===== src/design/fdec_pkg.sv =====
`timescale 1ns / 1ps
package fdec_pkg;

  localparam int TAP_COUNT   = 15;
  localparam int DECIMATION  = 3;
  localparam int TAP_W       = $clog2(TAP_COUNT);
  localparam int PHASE_W     = (DECIMATION > 1) ? $clog2(DECIMATION) : 1;
  localparam int SAMPLE_W    = 16;
  localparam int GAIN_W      = 16;
  localparam int COEF_W      = 16;
  localparam int ACC_W       = 32;
  localparam int PROD_W      = ACC_W + GAIN_W + 1;
  localparam int FRAC_SHIFT  = 27;
  localparam int QUOT_W      = PROD_W - FRAC_SHIFT;
  localparam int COEF_LEN    = 15;
  localparam int QUEUE_DEPTH = 2;

  localparam logic [GAIN_W-1:0]   GAIN_RESET = 16'd4096;
  localparam logic [SAMPLE_W-1:0] SAT_MAX    = 16'h7FFF;
  localparam logic [SAMPLE_W-1:0] SAT_MIN    = 16'h8000;

  typedef logic signed [COEF_W-1:0] coef_t;

  typedef struct packed {
    logic                       decimate;
    logic signed [SAMPLE_W-1:0] sample;
  } job_t;

  localparam coef_t COEF_TABLE [COEF_LEN] = '{
    16'sd102,  16'sd0,    -16'sd452, -16'sd980, 16'sd0,
    16'sd3713, 16'sd8572, 16'sd10863, 16'sd8572, 16'sd3713,
    16'sd0,    -16'sd980, -16'sd452,  16'sd0,    16'sd102
  };

  function automatic coef_t coef_at(input logic [TAP_W-1:0] j);
    logic [5:0] idx;
    idx = 6'(j);
    if (idx < 6'(COEF_LEN)) begin
      coef_at = COEF_TABLE[idx[3:0]];
    end else begin
      coef_at = '0;
    end
  endfunction

endpackage


===== src/design/fdec_front.sv =====
`timescale 1ns / 1ps
module fdec_front (
  input  logic                             clk,
  input  logic                             rst,
  input  logic                             in_valid,
  output logic                             in_stall,
  input  logic signed [fdec_pkg::SAMPLE_W-1:0] sample,
  input  logic                             queue_full,
  output logic                             push,
  output fdec_pkg::job_t                   push_job
);
  import fdec_pkg::*;

  logic [PHASE_W-1:0] phase;
  logic [PHASE_W-1:0] phase_next;

  assign in_stall          = queue_full;
  assign push              = in_valid && !queue_full;
  assign push_job.sample   = sample;
  assign push_job.decimate = (phase == '0);

  assign phase_next = (phase == PHASE_W'(DECIMATION - 1)) ? '0 : phase + 1'b1;

  always_ff @(posedge clk) begin
    if (rst) begin
      phase <= '0;
    end else if (push) begin
      phase <= phase_next;
    end
  end

endmodule


===== src/design/fdec_queue.sv =====
`timescale 1ns / 1ps
module fdec_queue (
  input  logic           clk,
  input  logic           rst,
  input  logic           push,
  input  fdec_pkg::job_t push_job,
  output logic           full,
  output logic           head_valid,
  output fdec_pkg::job_t head_job,
  input  logic           pop
);
  import fdec_pkg::*;

  localparam int PTR_W = (QUEUE_DEPTH > 1) ? $clog2(QUEUE_DEPTH) : 1;
  localparam int CNT_W = $clog2(QUEUE_DEPTH + 1);

  job_t             entries [QUEUE_DEPTH];
  logic [PTR_W-1:0] wr_ptr;
  logic [PTR_W-1:0] rd_ptr;
  logic [CNT_W-1:0] count;

  assign full       = (count == CNT_W'(QUEUE_DEPTH));
  assign head_valid = (count != '0);
  assign head_job   = entries[rd_ptr];

  always_ff @(posedge clk) begin
    if (push) begin
      entries[wr_ptr] <= push_job;
    end
  end

  always_ff @(posedge clk) begin
    if (rst) begin
      wr_ptr <= '0;
      rd_ptr <= '0;
      count  <= '0;
    end else begin
      if (push) begin
        wr_ptr <= (wr_ptr == PTR_W'(QUEUE_DEPTH - 1)) ? '0 : wr_ptr + 1'b1;
      end
      if (pop) begin
        rd_ptr <= (rd_ptr == PTR_W'(QUEUE_DEPTH - 1)) ? '0 : rd_ptr + 1'b1;
      end
      if (push && !pop) begin
        count <= count + 1'b1;
      end else if (pop && !push) begin
        count <= count - 1'b1;
      end
    end
  end

endmodule


===== src/design/fdec_back.sv =====
`timescale 1ns / 1ps
module fdec_back (
  input  logic                                  clk,
  input  logic                                  rst,
  input  logic                                  head_valid,
  input  fdec_pkg::job_t                        head_job,
  output logic                                  pop,
  input  logic [fdec_pkg::GAIN_W-1:0]           gain_level,
  output logic                                  out_valid,
  input  logic                                  out_stall,
  output logic signed [fdec_pkg::SAMPLE_W-1:0]  filtered_sample
);
  import fdec_pkg::*;

  typedef enum logic [3:0] {
    ST_IDLE = 4'b0001,
    ST_MAC  = 4'b0010,
    ST_PROD = 4'b0100,
    ST_SAT  = 4'b1000
  } back_state_t;

  back_state_t                state;
  logic signed [SAMPLE_W-1:0] hist [TAP_COUNT];
  logic [TAP_W-1:0]           wr_pos;
  logic [TAP_W-1:0]           rd_pos;
  logic [TAP_W-1:0]           tap;
  logic signed [ACC_W-1:0]    acc;
  logic signed [PROD_W-1:0]   prod;
  logic signed [ACC_W-1:0]    mac_prod;
  logic signed [SAMPLE_W-1:0] hist_rd;
  coef_t                      coef_rd;
  logic [PROD_W-1:0]          prod_u;
  logic [PROD_W-1:0]          mag;
  logic [QUOT_W-1:0]          quot;
  logic [SAMPLE_W-1:0]        quot_lo;
  logic                       neg;
  logic [SAMPLE_W-1:0]        sat_value;
  logic                       out_free;

  assign pop      = (state == ST_IDLE) && head_valid;
  assign out_free = !out_valid || !out_stall;

  assign hist_rd  = hist[rd_pos];
  assign coef_rd  = coef_at(tap);
  assign mac_prod = hist_rd * coef_rd;

  assign prod_u  = prod;
  assign neg     = prod[PROD_W-1];
  assign mag     = neg ? (~prod_u + 1'b1) : prod_u;
  assign quot    = mag[PROD_W-1:FRAC_SHIFT];
  assign quot_lo = quot[SAMPLE_W-1:0];

  always_comb begin
    if (neg) begin
      sat_value = (quot > QUOT_W'(32768)) ? SAT_MIN : (~quot_lo + 1'b1);
    end else begin
      sat_value = (quot > QUOT_W'(32767)) ? SAT_MAX : quot_lo;
    end
  end

  always_ff @(posedge clk) begin
    if (rst) begin
      state     <= ST_IDLE;
      wr_pos    <= '0;
      out_valid <= 1'b0;
      for (int i = 0; i < TAP_COUNT; i++) begin
        hist[i] <= '0;
      end
    end else begin
      if ((state == ST_SAT) && out_free) begin
        out_valid <= 1'b1;
      end else if (out_valid && !out_stall) begin
        out_valid <= 1'b0;
      end
      case (state)
        ST_IDLE: begin
          if (head_valid) begin
            hist[wr_pos] <= head_job.sample;
            wr_pos <= (wr_pos == TAP_W'(TAP_COUNT - 1)) ? '0 : wr_pos + 1'b1;
            if (head_job.decimate) begin
              rd_pos <= wr_pos;
              tap    <= '0;
              acc    <= '0;
              state  <= ST_MAC;
            end
          end
        end
        ST_MAC: begin
          acc    <= acc + mac_prod;
          rd_pos <= (rd_pos == '0) ? TAP_W'(TAP_COUNT - 1) : rd_pos - 1'b1;
          tap    <= tap + 1'b1;
          if (tap == TAP_W'(TAP_COUNT - 1)) begin
            state <= ST_PROD;
          end
        end
        ST_PROD: begin
          prod  <= acc * $signed({1'b0, gain_level});
          state <= ST_SAT;
        end
        ST_SAT: begin
          if (out_free) begin
            filtered_sample <= sat_value;
            state           <= ST_IDLE;
          end
        end
        default: begin
          state <= ST_IDLE;
        end
      endcase
    end
  end

endmodule


===== src/design/fir_decimator_by_three.sv =====
// Every third sample starts a result; the single multiply-accumulate unit walks 15 taps
// one per cycle, then the gain product is formed and saturated into the output register.
// That register is loaded only while it is empty or its result is being taken.
// A 2-entry queue between intake and filter lets two samples be taken while it works.
// Reset (rst, synchronous, active high) clears history, ring position, phase and
// queue, empties the output, and sets gain to unity (4096).
`timescale 1ns / 1ps
module fir_decimator_by_three (
  input  logic                                 clk,
  input  logic                                 rst,
  input  logic                                 in_valid,
  output logic                                 in_stall,
  input  logic signed [fdec_pkg::SAMPLE_W-1:0] sample,
  output logic                                 out_valid,
  input  logic                                 out_stall,
  output logic signed [fdec_pkg::SAMPLE_W-1:0] filtered_sample,
  input  logic                                 cfg_valid,
  output logic                                 cfg_ready,
  input  logic [fdec_pkg::GAIN_W-1:0]          gain
);
  import fdec_pkg::*;

  logic              gain_level_q;
  logic [GAIN_W-1:0] gain_level;
  logic              push;
  job_t              push_job;
  logic              queue_full;
  logic              head_valid;
  job_t              head_job;
  logic              pop;

  assign cfg_ready    = 1'b1;
  assign gain_level_q = cfg_valid && cfg_ready;

  always_ff @(posedge clk) begin
    if (rst) begin
      gain_level <= GAIN_RESET;
    end else if (gain_level_q) begin
      gain_level <= gain;
    end
  end

  fdec_front u_front (
    .clk        (clk),
    .rst        (rst),
    .in_valid   (in_valid),
    .in_stall   (in_stall),
    .sample     (sample),
    .queue_full (queue_full),
    .push       (push),
    .push_job   (push_job)
  );

  fdec_queue u_queue (
    .clk        (clk),
    .rst        (rst),
    .push       (push),
    .push_job   (push_job),
    .full       (queue_full),
    .head_valid (head_valid),
    .head_job   (head_job),
    .pop        (pop)
  );

  fdec_back u_back (
    .clk             (clk),
    .rst             (rst),
    .head_valid      (head_valid),
    .head_job        (head_job),
    .pop             (pop),
    .gain_level      (gain_level),
    .out_valid       (out_valid),
    .out_stall       (out_stall),
    .filtered_sample (filtered_sample)
  );

endmodule


===== config.mk =====
export PLATFORM = sky130hd
export DESIGN_NAME = fir_decimator_by_three
export DESIGN_NICKNAME = d
export VERILOG_FILES = /design/src/design/fdec_pkg.sv /design/src/design/fdec_front.sv /design/src/design/fdec_queue.sv /design/src/design/fdec_back.sv /design/src/design/fir_decimator_by_three.sv
export SDC_FILE = /design/constraint.sdc
export NUM_CORES = 2
export LEC_CHECK = 0
export BUFFER_PORTS_ARGS = -buffer_cell sky130_fd_sc_hd__buf_2
export CAP_MARGIN = 10
export CORE_MARGIN = 2
export CORE_UTILIZATION = 58
export DETAILED_ROUTE_END_ITERATION = 8
export PLACE_DENSITY = 0.74
export SLEW_MARGIN = 20
export SYNTH_ARGS = -nofsm -noshare
export SYNTH_HDL_FRONTEND = slang
export SYNTH_SLANG_ARGS = --single-unit

===== constraint.sdc =====
create_clock -name clk -period 8.21 [get_ports clk]
set_input_delay 0.4105 -clock clk [delete_from_list [all_inputs] [get_ports clk]]
set_output_delay 0.4105 -clock clk [all_outputs]
set_load 0.01 [all_outputs]

==> metrics.txt <==
CTS tree=yes; synth cell count leaders=inv_1 (991), fa_1 (779), nand2_1 (515); drt total wl=114 mm; All-Layer GR Usage=28.5%; syn_area_per_cell=10.3 um2; Die Y=~290 um; ys flop type=edfxtp_1; TritonCTS Buffers=49; worst hold path class=input pin to flop; Critical Path End Type=flop; crit-path max cell delay=580 ps; sequential area share after synthesis=26.6%; Critical Path RT=between 8000 and 9000 ps; DRC Markers=0; cell mode on critical path=fa_1; Starting Density=58.7%; Net Count, Synth=5631; DRT antenna net count=0; fin crit period=7890 ps; initial antenna violation count=2; Max Freq=about 0.13 GHz; gr busiest metal=met2; DP Wirelength=86.5 mm; Clock transition at path regs=approximately 60 ps; Nets=5670; CP Class=flop to flop; Mapped Cells=~4600; global-route wire length before repair=185 mm; M1 GR Usage=38.5%; WL per Instance=20.0 um; Ant. Diodes=0; Area contributors post-synth=fa_1 (33%), edfxtp_1 (25%), inv_1 (7.9%); Maximum Capacitance Violations=0; Final Wtd Congestion=0.912; arrival time of the worst setup path=8270 ps; worst-path fanout max=30; Fillers=6295; Seq cells post-synth=431; RSZ-0062 raised after global routing=true; die area=about 0.084 mm2; CTS H-tree depth=2; routing usage on met2=48.1%; register area=0.0126 mm2; Worst path slowest cell=fa_1; type of origin of the critical path=flop; Root Buffer=clkbuf_16; Synth warnings=0; core area=0.0807 mm2; Multi-input gate area=0.0304 mm2; Setup violations, final=0; Final Slew Violations=0; final period utilization=96.1%; GRT met3 Usage=3.40%; Post-synth EDFFs=between 300 and 400; post-synthesis async set-or-reset flop share=0%; worst relative slew slack=23.9%; FP Rows=~100; Tightest Pin Transition=1140 ps; Layout Area Growth over Synthesis=7.86%; Vias/cell=5.66; clk_lat worst skew=640 ps; Pre-antenna DRT Iters=6; skew final=27.2 ps; largest net degree at the start of global routing=50; num ports=between 50 and 60; top-area cell type share of the netlist area=32.9%; vias in the first global route=34300; mapped cell area=0.0474 mm2; Buffers on Ports=54; most common cell in the netlist=inv_1; status=completed; # clock sinks=431; cell taking the most area after synthesis=fa_1; initial detailed-routing violation count=roughly 2700; share of cells above drive strength 1=between 8 and 9%; Fin. Hold Viols=0; library cells used by synthesis=90; final design utilization=63.3%; CTS Buffer Depth=3; vias=32400; die width=290 um; total grt overflow=0
critical path, delay by kind of cell, from the launching register on:
family | cells | cell delay [ps]
adder cells (fa/ha/maj) | 7 | 3390
AO/OA/AOI/OAI | 8 | 1860
AND/OR/NAND/NOR | 3 | 300
XOR/XNOR | 1 | 130
multiplexers | 2 | 830
buffers and inverters | 6 | 670
flip-flops | 1 | 470
kinds of logic (layout without fill, tap and decap cells):
family          Yosys count  count (layout)  share of synthesized area, %
compound gates          331             331                          4.75
other cells               1               1                       0.00792
buf+inv                1192            1270                          9.52
fa+ha+maj              1006            1006                          38.9
simple gates           1389            1389                          13.6
flops                   431             431                          26.6
xor+xnor                104             104                          1.92
mux                     134             135                          4.71
layout by cell type (no fill, tap or decap), types with 10 or more instances in the layout:
cell type      Yosys  routed
inv_1            991     990
fa_1             779     779
nand2_1          515     515
nor2_1           441     441
edfxtp_1         395     395
ha_1             227     227
and2_1           197     197
buf_4              2     108
a21oi_1           87      87
mux4_2            69      69
xnor2_1           67      67
o21ai_0           63      56
buf_2             13      54
clkbuf_16          0      49
mux2i_1           49      48
nor2b_1           43      43
nand2b_1          45      43
a21o_1            42      42
xor2_1            37      37
dfxtp_1           36      32
nand3_1           30      30
nor3_1            20      20
dlygate4sd3_1      0      20
o21a_1            19      19
mux2_2            15      15
and3_1            16      15
nand4_1           14      14
a31oi_1           13      13
clkinv_1           0      12
o211ai_1          10      10
clkbuf_1         177      10
state kept, by name, summed over array words and instances (netlist names), named ones only:
name                    count
gain_level                 16
u_back.acc                 32
u_back.filtered_sample     16
u_back.hist               256
u_back.out_valid            1
u_back.prod                49
u_back.rd_pos               4
u_back.state                4
u_back.tap                  4
u_back.wr_pos               4
u_front.phase               2
u_queue.count               2
u_queue.entries            34
u_queue.rd_ptr              1
u_queue.wr_ptr              1
repair_timing:
| action | 4_1_cts | 5_1_grt |
|---|---|---|
| buffers inserted | 0 | 2 |
| hold buffers | 20 | 0 |
| gates resized for setup | 1 | 15 |
| setup endpoints to repair | 2 | 7 |
| cloned | 0 | 1 |
| hold endpoints to repair | 36 | 0 |
cell type report:
cell class	count	share of cell area, %
Clock buffer	59	2.47
Clock inverter	32	0.857
Inverter	992	7.29
Multi-Input combinational cell	2966	59.4
Sequential cell	431	24.7
Tap cell	1060	2.60
Timing Repair Buffer	187	2.70
final timing paths:
kind | start | to | slack [ps] | cells past startpoint
setup / recovery | flop | u_back.acc[31] | 320 | 27
hold reg to reg | u_queue.rd_ptr | u_queue.rd_ptr | 520 | 2
setup reg to reg | flop | u_back.acc[31] | 320 | 27
hold / removal | gain[11] | gain_level[11] | 30 | 3
routing by layer:
layer  wire [um]  up-vias
met4        4350        4
li1            -    14300
met5          30        -
met2       55500     1414
met1       45300    16400
met3        9100      259
per-stage QoR:
| step | TNS [ps] | std cells | setup slack [ps] | hold WS [ps] | cell area [um2] |
|---|---|---|---|---|---|
| floorplan | 0 | 4588 | 262 | 467 | 47400 |
| global placement | 0 | 5613 | 143 | 480 | 49100 |
| detailed placement | -7.54 | 5613 | -7.54 | 505 | 49100 |
| CTS | 0 | 5724 | 57.1 | 5.58 | 51000 |
| global route | -23.3 | 5727 | -23.2 | 39.2 | 51100 |
| finish | 0 | 5727 | 320 | 31.9 | 51100 |
Power is not shown: default switching activity piles up to over one toggle a cycle in this logic, so the estimate is an artifact.
